File: config.mk
export PLATFORM = sky130hd
export DESIGN_NAME = relative_strength_index_unit_flat
export DESIGN_NICKNAME = d
export VERILOG_FILES = /design/src/rtl/rsi_pkg.sv /design/src/rtl/rsi_intf.sv /design/src/rtl/rsi_smul.sv /design/src/rtl/rsi_sdiv.sv /design/src/rtl/relative_strength_index_unit.sv /design/src/flat_wrapper.sv
export SDC_FILE = /design/constraint.sdc
export NUM_CORES = 2
export LEC_CHECK = 0
export BUFFER_PORTS_ARGS = -buffer_cell sky130_fd_sc_hd__buf_2
export CAP_MARGIN = 30
export CORE_ASPECT_RATIO = 1.5
export CORE_MARGIN = 10
export CORE_UTILIZATION = 45
export CTS_BUF_LIST = sky130_fd_sc_hd__clkbuf_16
export DETAILED_ROUTE_END_ITERATION = 12
export PLACE_DENSITY_LB_ADDON = 0.3
export SYNTH_ARGS = -nofsm -noshare
export SYNTH_HDL_FRONTEND = slang
export SYNTH_SLANG_ARGS = --single-unit
export TNS_END_PERCENT = 100
File: constraint.sdc
create_clock -name i_clk -period 9.6 [get_ports i_clk]
set_input_delay 0.48 -clock i_clk [delete_from_list [all_inputs] [get_ports i_clk]]
set_output_delay 0.48 -clock i_clk [all_outputs]
set_load 0.005 [all_outputs]
File: src/rtl/rsi_pkg.sv
// Shared widths, constants and control structs for the RSI unit.
`default_nettype none

package rsi_pkg;

    localparam int PRICE_W  = 32;                 // Q16.16 price
    localparam int PERIOD_W = 10;
    localparam int RSI_W    = 23;                 // Q7.16 result
    localparam int ITEMS_W  = 11;
    localparam int AVG_W    = 48;                 // running sums / averages
    localparam int PROD_W   = AVG_W + PERIOD_W;   // avg * (period - 1)
    localparam int NUM_W    = PROD_W + 1;         // product plus one change
    localparam int DVD_W    = 64;                 // divider dividend / quotient register
    localparam int REM_W    = 41;                 // divider remainder and divisor
    localparam int SUM_W    = AVG_W + 1;          // gain + loss before scaling down
    localparam int FRAC_W   = 16;
    localparam int CNT_W    = 6;

    localparam logic [ITEMS_W-1:0]  ITEMS_CAP    = 11'd2047;
    localparam logic [PERIOD_W-1:0] PERIOD_RESET = 10'd14;
    localparam logic [PERIOD_W-1:0] PERIOD_ONE   = 10'd1;
    localparam logic [PERIOD_W-1:0] RSI_SCALE    = 10'd100;
    localparam logic [RSI_W-1:0]    RSI_FULL     = 23'd6553600;
    localparam logic [RSI_W-1:0]    RSI_HALF     = 23'd3276800;

    // counter load values: number of steps minus one
    localparam logic [CNT_W-1:0] MUL_LAST     = 6'd9;
    localparam logic [CNT_W-1:0] AVG_DIV_LAST = 6'd58;
    localparam logic [CNT_W-1:0] RSI_DIV_LAST = 6'd22;

    typedef struct packed {
        logic load;
        logic step;
    } t_mul_ctl;

    typedef struct packed {
        logic load;
        logic step;
    } t_div_ctl;

endpackage

`default_nettype wire

File: src/rtl/rsi_intf.sv
// Valid/ready channel interfaces for price input and RSI output.
`default_nettype none

interface rsi_in_if;
    logic                        valid;
    logic                        ready;
    logic [rsi_pkg::PRICE_W-1:0] price;
    logic                        price_missing;

    modport source (output valid, output price, output price_missing, input ready);
    modport sink   (input valid, input price, input price_missing, output ready);
endinterface

interface rsi_out_if;
    logic                      valid;
    logic                      ready;
    logic [rsi_pkg::RSI_W-1:0] rsi;
    logic                      rsi_valid;
    logic                      missing_mid_stream;

    modport source (output valid, output rsi, output rsi_valid, output missing_mid_stream,
                    input ready);
    modport sink   (input valid, input rsi, input rsi_valid, input missing_mid_stream,
                    output ready);
endinterface

`default_nettype wire

File: src/rtl/rsi_smul.sv
// Bit-serial shift-add multiplier, one multiplier bit per cycle, MSB first.
`default_nettype none

module rsi_smul (
    input  logic                          i_clk,
    input  rsi_pkg::t_mul_ctl             i_ctl,
    input  logic [rsi_pkg::AVG_W-1:0]     i_mcand,
    input  logic [rsi_pkg::PERIOD_W-1:0]  i_mplier,
    output logic [rsi_pkg::PROD_W-1:0]    o_product
);

    logic [rsi_pkg::PROD_W-1:0]   r_acc,    n_acc;
    logic [rsi_pkg::AVG_W-1:0]    r_mcand,  n_mcand;
    logic [rsi_pkg::PERIOD_W-1:0] r_mplier, n_mplier;

    always_comb begin
        n_acc    = r_acc;
        n_mcand  = r_mcand;
        n_mplier = r_mplier;
        if (i_ctl.load) begin
            n_acc    = '0;
            n_mcand  = i_mcand;
            n_mplier = i_mplier;
        end else if (i_ctl.step) begin
            n_acc = {r_acc[rsi_pkg::PROD_W-2:0], 1'b0}
                  + (r_mplier[rsi_pkg::PERIOD_W-1]
                     ? {{(rsi_pkg::PROD_W-rsi_pkg::AVG_W){1'b0}}, r_mcand}
                     : {rsi_pkg::PROD_W{1'b0}});
            n_mplier = {r_mplier[rsi_pkg::PERIOD_W-2:0], 1'b0};
        end
    end

    always_ff @(posedge i_clk) begin
        r_acc    <= n_acc;
        r_mcand  <= n_mcand;
        r_mplier <= n_mplier;
    end

    assign o_product = r_acc;

endmodule

`default_nettype wire

File: src/rtl/rsi_sdiv.sv
// Restoring divider, one quotient bit per cycle; quotient shifts into the dividend register.
`default_nettype none

module rsi_sdiv (
    input  logic                        i_clk,
    input  rsi_pkg::t_div_ctl           i_ctl,
    input  logic [rsi_pkg::REM_W-1:0]   i_rem0,
    input  logic [rsi_pkg::DVD_W-1:0]   i_dvd0,
    input  logic [rsi_pkg::REM_W-1:0]   i_divisor,
    output logic [rsi_pkg::DVD_W-1:0]   o_quot
);

    logic [rsi_pkg::REM_W-1:0] r_rem,     n_rem;
    logic [rsi_pkg::DVD_W-1:0] r_dvd,     n_dvd;
    logic [rsi_pkg::REM_W-1:0] r_divisor, n_divisor;
    logic [rsi_pkg::REM_W:0]   w_shift;
    logic [rsi_pkg::REM_W:0]   w_diff;
    logic                      w_ge;

    // remainder stays below the divisor, so the shifted value fits one extra bit
    assign w_shift = {r_rem, r_dvd[rsi_pkg::DVD_W-1]};
    assign w_diff  = w_shift - {1'b0, r_divisor};
    assign w_ge    = ~w_diff[rsi_pkg::REM_W];

    always_comb begin
        n_rem     = r_rem;
        n_dvd     = r_dvd;
        n_divisor = r_divisor;
        if (i_ctl.load) begin
            n_rem     = i_rem0;
            n_dvd     = i_dvd0;
            n_divisor = i_divisor;
        end else if (i_ctl.step) begin
            n_rem = w_ge ? w_diff[rsi_pkg::REM_W-1:0] : w_shift[rsi_pkg::REM_W-1:0];
            n_dvd = {r_dvd[rsi_pkg::DVD_W-2:0], w_ge};
        end
    end

    always_ff @(posedge i_clk) begin
        r_rem     <= n_rem;
        r_dvd     <= n_dvd;
        r_divisor <= n_divisor;
    end

    assign o_quot = r_dvd;

endmodule

`default_nettype wire

File: src/rtl/relative_strength_index_unit.sv
// Top level of the Wilder RSI unit: sequencer, state and bit-serial datapath lanes.
`default_nettype none

// Wilder relative strength index over a stream of unsigned Q16.16 closing prices. The first
// price is only stored; each later price yields a gain or a loss (no change counts as loss).
// The first 'period' changes are summed and then divided by the period; afterwards each
// average becomes (avg*(period-1)+change)/period, truncated. Every item returns exactly one
// result transaction: rsi in Q7.16 (rounded to nearest), rsi_valid low during warm-up and for
// null prices, missing_mid_stream high for a null price after data has started. Period 0 acts
// as 1. Timing: one item at a time. A null, first or warm-up price passes from the input
// transaction through ST_DONE into the output register. A smoothed item runs through the
// bit-serial lanes: shift-add multiply, add, restoring division for both averages in
// parallel, storing the averages, the special-case check plus range scaling, the x100
// multiply, add, RSI division, taking the quotient and handing over. With a zero loss
// average the ratio is skipped. The item that forms the first averages skips the first
// multiply and its add. A finished result sits in the output register, so the next price
// is taken while it waits. The period register may be written whenever the unit is idle;
// writes are always taken, and one made while idle applies from the next price.
module relative_strength_index_unit (
    input  logic                          i_clk,
    input  logic                          i_rst_n,
    input  logic                          i_cfg_valid,
    output logic                          o_cfg_ready,
    input  logic [rsi_pkg::PERIOD_W-1:0]  i_cfg_period,
    rsi_in_if.sink                        i_in,
    rsi_out_if.source                     o_out
);

    typedef enum logic [10:0] {
        ST_IDLE = 11'b000_0000_0001,
        ST_MUL  = 11'b000_0000_0010,   // avg * (period-1)
        ST_ADD  = 11'b000_0000_0100,   // + change, load dividers
        ST_DIV  = 11'b000_0000_1000,   // / period
        ST_AVG  = 11'b000_0001_0000,   // store averages
        ST_NORM = 11'b000_0010_0000,   // special cases, scale into range
        ST_RMUL = 11'b000_0100_0000,   // gain * 100
        ST_RADD = 11'b000_1000_0000,   // build rounded numerator
        ST_RDIV = 11'b001_0000_0000,
        ST_RFIN = 11'b010_0000_0000,
        ST_DONE = 11'b100_0000_0000    // wait for output register
    } t_state;

    // control state
    t_state                        r_state, n_state;
    logic [rsi_pkg::CNT_W-1:0]     r_cnt, n_cnt;
    logic [rsi_pkg::PERIOD_W-1:0]  r_period;
    logic [rsi_pkg::ITEMS_W-1:0]   r_items, n_items;
    logic [rsi_pkg::AVG_W-1:0]     r_gain_avg, n_gain_avg;
    logic [rsi_pkg::AVG_W-1:0]     r_loss_avg, n_loss_avg;
    logic                          r_out_valid, n_out_valid;

    // payload
    logic [rsi_pkg::PRICE_W-1:0]   r_last, n_last;
    logic [rsi_pkg::PRICE_W-1:0]   r_gain_x, n_gain_x;
    logic [rsi_pkg::PRICE_W-1:0]   r_loss_x, n_loss_x;
    logic [rsi_pkg::AVG_W-1:0]     r_ng, n_ng;
    logic [rsi_pkg::AVG_W-1:0]     r_nl, n_nl;
    logic [rsi_pkg::RSI_W-1:0]     r_res_rsi, n_res_rsi;
    logic                          r_res_valid, n_res_valid;
    logic                          r_res_miss, n_res_miss;
    logic [rsi_pkg::RSI_W-1:0]     r_out_rsi, n_out_rsi;
    logic                          r_out_rsi_valid, n_out_rsi_valid;
    logic                          r_out_miss, n_out_miss;

    logic                          w_acc;
    logic [rsi_pkg::PERIOD_W-1:0]  w_p;
    logic [rsi_pkg::PERIOD_W-1:0]  w_pm1;
    logic [rsi_pkg::ITEMS_W-1:0]   w_items_inc;
    logic                          w_warm;
    logic                          w_first;
    logic                          w_rise;
    logic [rsi_pkg::PRICE_W-1:0]   w_gain;
    logic [rsi_pkg::PRICE_W-1:0]   w_loss;
    logic [rsi_pkg::AVG_W-1:0]     w_sum_g;
    logic [rsi_pkg::AVG_W-1:0]     w_sum_l;
    logic [rsi_pkg::SUM_W-1:0]     w_nsum;
    logic                          w_big;
    logic [rsi_pkg::DVD_W-1:0]     w_rnum;
    logic                          w_last_step;
    logic                          w_out_free;

    // datapath lanes
    rsi_pkg::t_mul_ctl             w_mul_ctl;
    rsi_pkg::t_div_ctl             w_div_ctl;
    logic [rsi_pkg::AVG_W-1:0]     w_mcand_g;
    logic [rsi_pkg::PERIOD_W-1:0]  w_mplier;
    logic [rsi_pkg::PROD_W-1:0]    w_prod_g, w_prod_l;
    logic [rsi_pkg::NUM_W-1:0]     w_num_g, w_num_l;
    logic [rsi_pkg::REM_W-1:0]     w_rem0_g;
    logic [rsi_pkg::DVD_W-1:0]     w_dvd0_g, w_dvd0_l;
    logic [rsi_pkg::REM_W-1:0]     w_divisor_g, w_divisor_p;
    logic [rsi_pkg::DVD_W-1:0]     w_quot_g, w_quot_l;

    assign o_cfg_ready = 1'b1;
    assign i_in.ready  = (r_state == ST_IDLE);
    assign w_acc       = i_in.valid && i_in.ready;
    assign w_out_free  = !r_out_valid || o_out.ready;
    assign w_last_step = (r_cnt == '0);

    // effective period: zero behaves as one
    assign w_p   = (r_period == '0) ? rsi_pkg::PERIOD_ONE : r_period;
    assign w_pm1 = w_p - rsi_pkg::PERIOD_ONE;

    assign w_items_inc = (r_items == rsi_pkg::ITEMS_CAP) ? r_items
                       : r_items + {{(rsi_pkg::ITEMS_W-1){1'b0}}, 1'b1};
    assign w_warm  = w_items_inc <= {1'b0, w_p};
    assign w_first = w_items_inc == ({1'b0, w_p} + {{(rsi_pkg::ITEMS_W-1){1'b0}}, 1'b1});

    assign w_rise = i_in.price > r_last;
    assign w_gain = w_rise ? i_in.price - r_last : '0;
    assign w_loss = w_rise ? '0 : r_last - i_in.price;

    // sums wrap at the average width
    assign w_sum_g = r_gain_avg
                   + {{(rsi_pkg::AVG_W-rsi_pkg::PRICE_W){1'b0}}, w_gain};
    assign w_sum_l = r_loss_avg
                   + {{(rsi_pkg::AVG_W-rsi_pkg::PRICE_W){1'b0}}, w_loss};

    // scaling: gain+loss must stay below 2^REM_W for the RSI divider
    assign w_nsum = {1'b0, r_ng} + {1'b0, r_nl};
    assign w_big  = |w_nsum[rsi_pkg::SUM_W-1:rsi_pkg::REM_W];

    // rounded numerator: gain*100*2^16 + sum/2
    assign w_rnum = {w_prod_g[rsi_pkg::AVG_W-1:0], {rsi_pkg::FRAC_W{1'b0}}}
                  + {{(rsi_pkg::DVD_W-rsi_pkg::REM_W+1){1'b0}},
                     w_nsum[rsi_pkg::REM_W-1:1]};

    // multiplier operands
    assign w_mcand_g = (r_state == ST_NORM) ? r_ng : r_gain_avg;
    assign w_mplier  = (r_state == ST_NORM) ? rsi_pkg::RSI_SCALE : w_pm1;

    // average numerators: first average from the accept cycle, later ones after the multiply
    assign w_num_g = (r_state == ST_ADD)
        ? {1'b0, w_prod_g} + {{(rsi_pkg::NUM_W-rsi_pkg::PRICE_W){1'b0}}, r_gain_x}
        : {{(rsi_pkg::NUM_W-rsi_pkg::AVG_W){1'b0}}, w_sum_g};
    assign w_num_l = (r_state == ST_ADD)
        ? {1'b0, w_prod_l} + {{(rsi_pkg::NUM_W-rsi_pkg::PRICE_W){1'b0}}, r_loss_x}
        : {{(rsi_pkg::NUM_W-rsi_pkg::AVG_W){1'b0}}, w_sum_l};

    assign w_divisor_p = {{(rsi_pkg::REM_W-rsi_pkg::PERIOD_W){1'b0}}, w_p};
    assign w_dvd0_l    = {w_num_l, {(rsi_pkg::DVD_W-rsi_pkg::NUM_W){1'b0}}};

    // gain lane doubles as the RSI divider
    always_comb begin
        if (r_state == ST_RADD) begin
            w_rem0_g    = w_rnum[rsi_pkg::DVD_W-1:rsi_pkg::RSI_W];
            w_dvd0_g    = {w_rnum[rsi_pkg::RSI_W-1:0], {rsi_pkg::REM_W{1'b0}}};
            w_divisor_g = w_nsum[rsi_pkg::REM_W-1:0];
        end else begin
            w_rem0_g    = '0;
            w_dvd0_g    = {w_num_g, {(rsi_pkg::DVD_W-rsi_pkg::NUM_W){1'b0}}};
            w_divisor_g = w_divisor_p;
        end
    end

    always_comb begin
        n_state         = r_state;
        n_cnt           = r_cnt;
        n_items         = r_items;
        n_gain_avg      = r_gain_avg;
        n_loss_avg      = r_loss_avg;
        n_last          = r_last;
        n_gain_x        = r_gain_x;
        n_loss_x        = r_loss_x;
        n_ng            = r_ng;
        n_nl            = r_nl;
        n_res_rsi       = r_res_rsi;
        n_res_valid     = r_res_valid;
        n_res_miss      = r_res_miss;
        n_out_valid     = r_out_valid && !o_out.ready;
        n_out_rsi       = r_out_rsi;
        n_out_rsi_valid = r_out_rsi_valid;
        n_out_miss      = r_out_miss;
        w_mul_ctl       = '0;
        w_div_ctl       = '0;

        case (r_state)
            ST_IDLE: begin
                if (w_acc) begin
                    n_res_rsi   = '0;
                    n_res_valid = 1'b0;
                    n_res_miss  = 1'b0;
                    if (i_in.price_missing) begin
                        // null price: no state change
                        n_res_miss = (r_items != '0);
                        n_state    = ST_DONE;
                    end else if (r_items == '0) begin
                        n_items = {{(rsi_pkg::ITEMS_W-1){1'b0}}, 1'b1};
                        n_last  = i_in.price;
                        n_state = ST_DONE;
                    end else begin
                        n_items  = w_items_inc;
                        n_last   = i_in.price;
                        n_gain_x = w_gain;
                        n_loss_x = w_loss;
                        if (w_warm) begin
                            n_gain_avg = w_sum_g;
                            n_loss_avg = w_sum_l;
                            n_state    = ST_DONE;
                        end else if (w_first) begin
                            w_div_ctl.load = 1'b1;
                            n_cnt          = rsi_pkg::AVG_DIV_LAST;
                            n_state        = ST_DIV;
                        end else begin
                            w_mul_ctl.load = 1'b1;
                            n_cnt          = rsi_pkg::MUL_LAST;
                            n_state        = ST_MUL;
                        end
                    end
                end
            end
            ST_MUL: begin
                w_mul_ctl.step = 1'b1;
                n_cnt          = r_cnt - 1'b1;
                if (w_last_step) begin
                    n_state = ST_ADD;
                end
            end
            ST_ADD: begin
                w_div_ctl.load = 1'b1;
                n_cnt          = rsi_pkg::AVG_DIV_LAST;
                n_state        = ST_DIV;
            end
            ST_DIV: begin
                w_div_ctl.step = 1'b1;
                n_cnt          = r_cnt - 1'b1;
                if (w_last_step) begin
                    n_state = ST_AVG;
                end
            end
            ST_AVG: begin
                n_gain_avg = w_quot_g[rsi_pkg::AVG_W-1:0];
                n_loss_avg = w_quot_l[rsi_pkg::AVG_W-1:0];
                n_ng       = w_quot_g[rsi_pkg::AVG_W-1:0];
                n_nl       = w_quot_l[rsi_pkg::AVG_W-1:0];
                n_state    = ST_NORM;
            end
            ST_NORM: begin
                n_res_valid = 1'b1;
                n_res_miss  = 1'b0;
                if (r_ng == '0 && r_nl == '0) begin
                    n_res_rsi = rsi_pkg::RSI_HALF;
                    n_state   = ST_DONE;
                end else if (r_nl == '0) begin
                    n_res_rsi = rsi_pkg::RSI_FULL;
                    n_state   = ST_DONE;
                end else if (w_big) begin
                    n_ng = {1'b0, r_ng[rsi_pkg::AVG_W-1:1]};
                    n_nl = {1'b0, r_nl[rsi_pkg::AVG_W-1:1]};
                end else begin
                    w_mul_ctl.load = 1'b1;
                    n_cnt          = rsi_pkg::MUL_LAST;
                    n_state        = ST_RMUL;
                end
            end
            ST_RMUL: begin
                w_mul_ctl.step = 1'b1;
                n_cnt          = r_cnt - 1'b1;
                if (w_last_step) begin
                    n_state = ST_RADD;
                end
            end
            ST_RADD: begin
                w_div_ctl.load = 1'b1;
                n_cnt          = rsi_pkg::RSI_DIV_LAST;
                n_state        = ST_RDIV;
            end
            ST_RDIV: begin
                w_div_ctl.step = 1'b1;
                n_cnt          = r_cnt - 1'b1;
                if (w_last_step) begin
                    n_state = ST_RFIN;
                end
            end
            ST_RFIN: begin
                n_res_rsi = w_quot_g[rsi_pkg::RSI_W-1:0];
                n_state   = ST_DONE;
            end
            ST_DONE: begin
                if (w_out_free) begin
                    n_out_valid     = 1'b1;
                    n_out_rsi       = r_res_rsi;
                    n_out_rsi_valid = r_res_valid;
                    n_out_miss      = r_res_miss;
                    n_state         = ST_IDLE;
                end
            end
            default: begin
                n_state = ST_IDLE;
            end
        endcase
    end

    always_ff @(posedge i_clk) begin
        if (!i_rst_n) begin
            r_state     <= ST_IDLE;
            r_cnt       <= '0;
            r_period    <= rsi_pkg::PERIOD_RESET;
            r_items     <= '0;
            r_gain_avg  <= '0;
            r_loss_avg  <= '0;
            r_out_valid <= 1'b0;
        end else begin
            r_state     <= n_state;
            r_cnt       <= n_cnt;
            r_items     <= n_items;
            r_gain_avg  <= n_gain_avg;
            r_loss_avg  <= n_loss_avg;
            r_out_valid <= n_out_valid;
            if (i_cfg_valid) begin
                r_period <= i_cfg_period;
            end
        end
    end

    always_ff @(posedge i_clk) begin
        r_last          <= n_last;
        r_gain_x        <= n_gain_x;
        r_loss_x        <= n_loss_x;
        r_ng            <= n_ng;
        r_nl            <= n_nl;
        r_res_rsi       <= n_res_rsi;
        r_res_valid     <= n_res_valid;
        r_res_miss      <= n_res_miss;
        r_out_rsi       <= n_out_rsi;
        r_out_rsi_valid <= n_out_rsi_valid;
        r_out_miss      <= n_out_miss;
    end

    rsi_smul u_mul_gain (
        .i_clk     (i_clk),
        .i_ctl     (w_mul_ctl),
        .i_mcand   (w_mcand_g),
        .i_mplier  (w_mplier),
        .o_product (w_prod_g)
    );

    rsi_smul u_mul_loss (
        .i_clk     (i_clk),
        .i_ctl     (w_mul_ctl),
        .i_mcand   (r_loss_avg),
        .i_mplier  (w_mplier),
        .o_product (w_prod_l)
    );

    rsi_sdiv u_div_gain (
        .i_clk     (i_clk),
        .i_ctl     (w_div_ctl),
        .i_rem0    (w_rem0_g),
        .i_dvd0    (w_dvd0_g),
        .i_divisor (w_divisor_g),
        .o_quot    (w_quot_g)
    );

    rsi_sdiv u_div_loss (
        .i_clk     (i_clk),
        .i_ctl     (w_div_ctl),
        .i_rem0    ({rsi_pkg::REM_W{1'b0}}),
        .i_dvd0    (w_dvd0_l),
        .i_divisor (w_divisor_p),
        .o_quot    (w_quot_l)
    );

    assign o_out.valid              = r_out_valid;
    assign o_out.rsi                = r_out_rsi;
    assign o_out.rsi_valid          = r_out_rsi_valid;
    assign o_out.missing_mid_stream = r_out_miss;

`ifndef NO_ASSERTIONS
    a_null_keeps_state: assert property (@(posedge i_clk) disable iff (!i_rst_n)
        (w_acc && i_in.price_missing)
        |=> ($stable(r_items) && $stable(r_gain_avg) && $stable(r_loss_avg)))
        else $error("null price changed the smoothing state");

    a_invalid_is_zero: assert property (@(posedge i_clk) disable iff (!i_rst_n)
        (o_out.valid && !o_out.rsi_valid) |-> (o_out.rsi == '0))
        else $error("invalid result carries a non-zero rsi");

    a_rsi_range: assert property (@(posedge i_clk) disable iff (!i_rst_n)
        o_out.valid |-> (o_out.rsi <= rsi_pkg::RSI_FULL))
        else $error("rsi above 100");

    a_rfin_after_div: assert property (@(posedge i_clk) disable iff (!i_rst_n)
        (r_state == ST_RFIN) |-> ($past(r_state) == ST_RDIV))
        else $error("rsi quotient taken without a division");

    a_done_delivers: assert property (@(posedge i_clk) disable iff (!i_rst_n)
        (r_state == ST_DONE && w_out_free) |=> (o_out.valid && r_state == ST_IDLE))
        else $error("finished transaction not moved to the output register");
`endif

endmodule

`default_nettype wire
File: src/flat_wrapper.sv
// flat-port wrapper written by rule: the top's interface ports become plain ports
module relative_strength_index_unit_flat 
  (i_clk, i_rst_n, i_cfg_valid, o_cfg_ready, i_cfg_period, i_in_valid, i_in_price, i_in_price_missing, i_in_ready, o_out_valid, o_out_rsi, o_out_rsi_valid, o_out_missing_mid_stream, o_out_ready);
  rsi_in_if i_in_i ();
  rsi_out_if o_out_i ();
  input  logic i_clk;
  input  logic i_rst_n;
  input  logic i_cfg_valid;
  output logic o_cfg_ready;
  input  logic [rsi_pkg::PERIOD_W-1:0] i_cfg_period;
  input wire logic [$bits(i_in_i.valid)-1:0] i_in_valid;
  input wire logic [$bits(i_in_i.price)-1:0] i_in_price;
  input wire logic [$bits(i_in_i.price_missing)-1:0] i_in_price_missing;
  output wire logic [$bits(i_in_i.ready)-1:0] i_in_ready;
  output wire logic [$bits(o_out_i.valid)-1:0] o_out_valid;
  output wire logic [$bits(o_out_i.rsi)-1:0] o_out_rsi;
  output wire logic [$bits(o_out_i.rsi_valid)-1:0] o_out_rsi_valid;
  output wire logic [$bits(o_out_i.missing_mid_stream)-1:0] o_out_missing_mid_stream;
  input wire logic [$bits(o_out_i.ready)-1:0] o_out_ready;
  assign i_in_i.valid = i_in_valid;
  assign i_in_i.price = i_in_price;
  assign i_in_i.price_missing = i_in_price_missing;
  assign i_in_ready = i_in_i.ready;
  assign o_out_valid = o_out_i.valid;
  assign o_out_rsi = o_out_i.rsi;
  assign o_out_rsi_valid = o_out_i.rsi_valid;
  assign o_out_missing_mid_stream = o_out_i.missing_mid_stream;
  assign o_out_i.ready = o_out_ready;
  relative_strength_index_unit u_core (.i_clk(i_clk), .i_rst_n(i_rst_n), .i_cfg_valid(i_cfg_valid), .o_cfg_ready(o_cfg_ready), .i_cfg_period(i_cfg_period), .i_in(i_in_i), .o_out(o_out_i));
endmodule
Word-level counts from Yosys, hierarchy flattened --
Cells that the tools add are included.
Cells by class: reduce and logical (&&, ||, !) cells 33, equality and inequality tests 29, magnitude comparators 2, $add $sub $neg 16, multiplexer cells 95, bitwise operators 4
Operator list (count):
- $mux W48 | 17
- $pmux W48 S2 | 4
- $mux W64 | 5
- $mux W41 | 5
- $mux W11 | 14
- $pmux W11 S11 | 1
- $add A58 B32 Y59 | 2
- $mux W59 | 2
- $add A58 B58 Y58 | 2
- $add A48 B32 Y48 | 2
- $logic_not A48 Y1 | 2
- $mux W10 | 7
- $mux W23 | 3
- $pmux W23 S3 | 1
- $add A64 B40 Y64 | 1
- $mux W32 | 2
- $sub A32 B32 Y32 | 2
- $add A48 B48 Y49 | 1
- $mux W6 | 8
- $sub A42 B10 Y42 | 1
- $sub A42 B41 Y42 | 1
- $gt A32 B32 Y1 | 1
- $pmux W6 S5 | 1
- $eq A11 B11 Y1 const B | 2
- other kinds (43) | 92
Storage, ports and cells: register bits after elaboration 870

Depth between registers and ports, before layout --
word-level depth 11, depth in mapped cells 33

Hierarchy --
From an unflattened synthesis, not the netlist that was laid out.
Unflattened totals: cell total of the unflattened synthesis 7412, area total of the unflattened synthesis 65534.1 µm²
By module, submodules not included:
- relative_strength_index_unit | area each 33588.5 µm², cells each 4288, instances 1
- rsi_sdiv | area each 8937.3 µm², cells each 818, instances 2
- rsi_smul at u_core.u_mul_gain | area each 7050.5 µm², cells each 751, instances 1
- rsi_smul at u_core.u_mul_loss | area each 7020.5 µm², cells each 737, instances 1

Worst setup path before layout --
Ideal clock, no wire load.
path type register to register, start point register u_core.r_items[7] (netlist name), end point register u_core.u_div_gain.r_dvd, in the netlist u_core.u_div_gain.o_quot[0] (enable), setup time 1.352 ns, path slack 2.422 ns, arrival time 5.827 ns, path buffers 3, cell stages (with the launch flop) 17, data required time 8.248 ns, period minus slack after synthesis 7.178 ns, path through dfxtp_1 > clkbuf_1 > nand4_1 > nor3_1 > mux2i_1 > inv_1 > ha_1 > nor2b_1 > o211ai_1 > a21oi_1 > nor2_1 > o21a_1 > o21ai_1 > a31oi_1 > buf_2 > clkbuf_1 > nand2_1
Between the ends: word-level cells in the longest chain between the ends 10, elaborated cells between the ends (all ways) 13, those cells by class add/sub: 1; order compare: 1; eq/ne: 2; mux: 7; reduce/logical: 2
RTL lines:
- from (decl) | line relative_strength_index_unit.sv:47 | logic [rsi_pkg::ITEMS_W-1:0] r_items, n_items;
- from (signal assigned) | line relative_strength_index_unit.sv:306 | r_items <= n_items;
- branches (longest 5 deep; another with $add A11 B1 Y11)
- $mux W1 (*) | line relative_strength_index_unit.sv:187 | end else if (r_items == '0) begin
- $mux W1 (*) | line relative_strength_index_unit.sv:183 | if (i_in.price_missing) begin
- $mux W1 (*) | line relative_strength_index_unit.sv:179 | if (w_acc) begin
- $pmux W1 S2 (*) | line relative_strength_index_unit.sv:177 | case (r_state)
- $reduce_bool A2 Y1 (no line) (*)
- to (signal assigned) | line rsi_sdiv.sv:41 | r_dvd <= n_dvd;
- to (decl) | line rsi_sdiv.sv:14 | logic [rsi_pkg::DVD_W-1:0] r_dvd, n_dvd;
Every way passes the cells marked *. A chain may end at the register's enable or synchronous reset.

Worst setup path after layout --
start point input i_in_price[0], end point register u_core.u_div_loss.r_dvd, in the netlist u_core.u_div_loss.o_quot[45] (data pin)
Between the ends: word-level cells in the longest chain between the ends 5, elaborated cells between the ends (all ways) 6, those cells by class add/sub: 2; order compare: 1; mux: 3
RTL lines:
- from (decl) | line flat_wrapper.sv:12 | input wire logic [$bits(i_in_i.price)-1:0] i_in_price;
- $sub A32 B32 Y32 / $gt A32 B32 Y1 (equally long branches) | line relative_strength_index_unit.sv:111, relative_strength_index_unit.sv:109
- $mux W32 (*) | line relative_strength_index_unit.sv:111 | assign w_loss = w_rise ? '0 : r_last - i_in.price;
- net u_core.w_loss, one bit | line relative_strength_index_unit.sv:73 | logic [rsi_pkg::PRICE_W-1:0] w_loss;
- $add A48 B32 Y48 (*) | line relative_strength_index_unit.sv:117 | + {{(rsi_pkg::AVG_W-rsi_pkg::PRICE_W){1'b0}}, w_loss};
- $mux W59 (*) | line relative_strength_index_unit.sv:137 | ? {1'b0, w_prod_l} + {{(rsi_pkg::NUM_W-rsi_pkg::PRICE_W){1'b0}}, r_loss_x}
- $mux W64 (*) | line rsi_sdiv.sv:29 | if (i_ctl.load) begin
- net u_core.u_div_loss.n_dvd, one bit | line rsi_sdiv.sv:14
- to (signal assigned) | line rsi_sdiv.sv:41
- to (decl) | line rsi_sdiv.sv:14
The timed path passes the listed nets; every way through them passes the cells marked *.

==> flow_summary_export.csv <==
group,metric,value,unit
critical_path,critPathKind,"input port to flip-flop",
placed_design,io_buffers,74,
synthesis,synth_area_per_cell,8.60,µm²
critical_path,cp-start-kind,"input port",
critical_path,path_max_fanout,34,
floorplan,core-area,133000,µm²
synthesis,syn_area,60200,µm²
detailed_routing,route.vias.total,52545,
detailed_routing,drc,0,
grt,grt_pass1_vias,50697,
placed_design,dp_hpwl,154000,µm
grt,antenna_found_initial,8,
grt,grt_pass1_wl,303000,µm
synthesis,yosysMostFrequentCell,"nand2_1",
synthesis,synth_top_area_cell,"edfxtp_1",
grt,overflow,0,
final_layout,design_area,65500,µm²
sta,setup_viol,0,
placed_design,postPlaceCellArea,61900,µm²
sta,worst_pin_slew,1150,ps
detailed_routing,drtPass1Iterations,6,
synthesis,synth.net_count,7483,
synthesis,async_flop_share,0,%
floorplan,start_util,45.2,%
sta,finalCriticalPeriod,8160,ps
synthesis,synthTopCellsByArea,"edfxtp_1 28%, dfxtp_1 9.9%, ha_1 8.8%, nand2_1 6.3%, xnor2_1 4.9%",
synthesis,netlist.area_leader.share,28.1,%
synthesis,yosysSeqAreaShare,38.0,%
clock_tree,htree_levels,3,
critical_path,worstPathArrival,8590,ps
power,max-vdd-ir-drop,0.151,mV
sta,finalCritPeriodShare,85.0,%
outcome,status,"completed",
critical_path,worstPathRequired,10030,ps
final_layout,drive_gt1_share,5.50,%
power,powerDensity,134,nW/µm²
synthesis,yosysUniqueCellTypes,109,
synthesis,synth_edf_count,563,
sta,rsz0062_at_grt,"false",
sta,setup_tns,0,ps
detailed_routing,wl_per_cell,23.1,µm
clock_tree,cts_buffers,92,
clock_tree,cts_post_setup_buffers_inserted,0,
floorplan,die_h,468,µm
final_layout,syn_to_final_growth,8.79,%
clock_tree,clock_path_buffers,3,
synthesis,syn_inst,7000,
grt,grt_max_degree,112,
grt,grt_usage,26.0,%
run,maxCapViolations,0,
clock_tree,cts.sinks,860,
clock_tree,clk_pin_slew_worst_paths,60,ps
synthesis,synth-seq-cells,860,
synthesis,synth_ff_type,"edfxtp_1",
sta,finalMaxSlewViolations,0,
final_layout,nets,7402,
synthesis,ys_warn_count,0,
critical_path,max_stage_delay,710,ps
clock_tree,post_cts_resize_count,0,
detailed_routing,viasPerCell,6.01,
sta,finClkSkew,33.6,ps
critical_path,slowest_stage,"a221oi_4",
sta,max_freq,0.123,GHz
clock_tree,insertion_delay,740,ps
clock_tree,cts_tree,"done",
placed_design,place.gp.congestion,1.02,
critical_path,cp-end-kind,"flip-flop",
power,leakage,26.6,nW
floorplan,rows,164,
detailed_routing,wl,202000,µm
worst_hold_path,hold_class,"input port to flip-flop",
final_layout,fillers,12615,
floorplan,io_pins,76,
synthesis,synth.cells.most_frequent,"1,003 x nand2_1, 593 x nor2_1, 576 x a21oi_1, 563 x edfxtp_1, 425 x o21ai_0",
detailed_routing,antenna_left,0,
clock_tree,hold_buffers,40,
sta,hold_viol,0,
floorplan,die_x,319,µm
floorplan,die_area,149000,µm²
sta,slew_headroom,23.3,%
clock_tree,cts_root_buffer,"clkbuf_16",
detailed_routing,first_iter_violations,4498,
==> per-layer routing <==
metal | vias up | part of all wire (%) | global-route usage (%)
met1 | 25252 | 38 | 29.4
met4 | 6 | 7.4 | 17.8
met2 | 1744 | 48 | 45.5
met3 | 506 | 5.7 | 3.35
met5 | - | 0.014 | 0
li1 | 25037 | - | -
==> placed cells by master (no fill, tap or decap), drive strengths merged, types with 40 or more instances in the layout <==
cell	count
a211oi	80
a21o	244
a21oi	578
a31oi	52
and2	177
and3	68
buf	143
clkbuf	96
dfxtp	297
dlygate4sd3	40
edfxtp	563
ha	423
inv	288
mux2i	40
nand2	1003
nand2b	62
nand3	195
nand4	95
nor2	595
nor2b	64
nor3	132
nor4	70
o211ai	52
o21a	59
o21ai	438
o21bai	62
o22ai	51
xnor2	337
xor2	214
==> worst paths after layout <==
check,from,slack [ps],endpoint,cells past startpoint
hold / removal,i_cfg_period[9],30,u_core.r_period[9]$_SDFFE_PN0P_,3
hold reg to reg,u_core.r_res_rsi[9]$_DFFE_PP_,420,u_core.o_out.rsi[9]$_DFFE_PP_,0
setup reg to reg,u_core.r_last[0]$_DFFE_PP_,1590,u_core.u_div_loss.o_quot[45]$_DFFE_PP_,28
setup / recovery,i_in_price[0],1440,u_core.u_div_loss.o_quot[45]$_DFFE_PP_,31
==> critical path, delay by kind of cell <==
family	cells	cell delay (ps)
AOI/OAI and AO/OA	18	5060
xor gates and xnor gates	1	170
adders and majority gates	3	920
buffers and inverters	5	1040
and+or+nand+nor	4	880
==> kinds of logic (layout without fill, tap and decap cells) <==
kind of cell,count (synthesis),count (layout),synth area share (%)
buf+inv,620,619,4.03
other cells,1,7,0.00623
xor+xnor,551,551,8.03
flops,860,860,38.0
fa+ha+maj,436,436,9.21
compound gates,1897,1897,20.0
simple gates,2589,2589,20.0
mux,46,46,0.777
==> where the power goes <==
part | switching (W) | internal, W
Combinational | 0.000667 | 0.000330
Clock | 0.00166 | 0.00205
Sequential | 0.0000530 | 0.00402
Total | 0.00238 | 0.00640
==> sequential cells by signal (all words and copies together), names as in the netlist, 11 cells and up <==
| signal | flops |
|---|---|
| u_core.r_res_rsi | 23 |
| u_core.u_div_loss.o_quot | 64 |
| u_core.u_div_gain.r_rem | 41 |
| u_core.u_mul_gain.r_mcand | 48 |
| u_core.r_state | 11 |
| u_core.u_mul_loss.r_mcand | 48 |
| u_core.u_div_gain.r_divisor | 41 |
| u_core.u_div_loss.r_rem | 41 |
| u_core.r_loss_x | 32 |
| u_core.o_out.rsi | 23 |
| u_core.u_mul_loss.o_product | 58 |
| u_core.r_gain_avg | 48 |
| u_core.r_loss_avg | 48 |
| u_core.r_gain_x | 32 |
| u_core.r_items | 11 |
| u_core.u_mul_gain.o_product | 58 |
| u_core.u_div_gain.o_quot | 64 |
| u_core.r_ng | 48 |
| u_core.r_nl | 48 |
| u_core.r_last | 32 |
==> final cells by class <==
| class | count | area (µm²) | area share [%] |
|---|---|---|---|
| clock inverters | 78 | 659 | 1.01 |
| well taps | 1743 | 2180 | 3.33 |
| multi-input cells | 5520 | 35100 | 53.5 |
| repair buffers | 183 | 1350 | 2.07 |
| inverters | 262 | 986 | 1.51 |
| flip-flops and latches | 860 | 22900 | 34.9 |
| clock buffers | 96 | 2400 | 3.67 |
| diodes | 6 | 15.0 | 0.0229 |
==> stage by stage <==
stage / worst slack (ps) / std cells / util, % / hold WS, ps / total power, W
finish: 1440 / 8748 / 49.2 / 34.4 / 0.00878
global placement: 1180 / 8514 / 46.5 / 401 / 0.00510
global route: 1030 / 8744 / 49.2 / 61.3 / 0.00904
CTS: 1640 / 8737 / 49.1 / 6.39 / 0.00881
detailed placement: 1460 / 8523 / 46.5 / 405 / 0.00512
floorplan: 2420 / 7000 / - / 400 / 0.00476
Note: power is estimated with default switching activity, not from simulation.
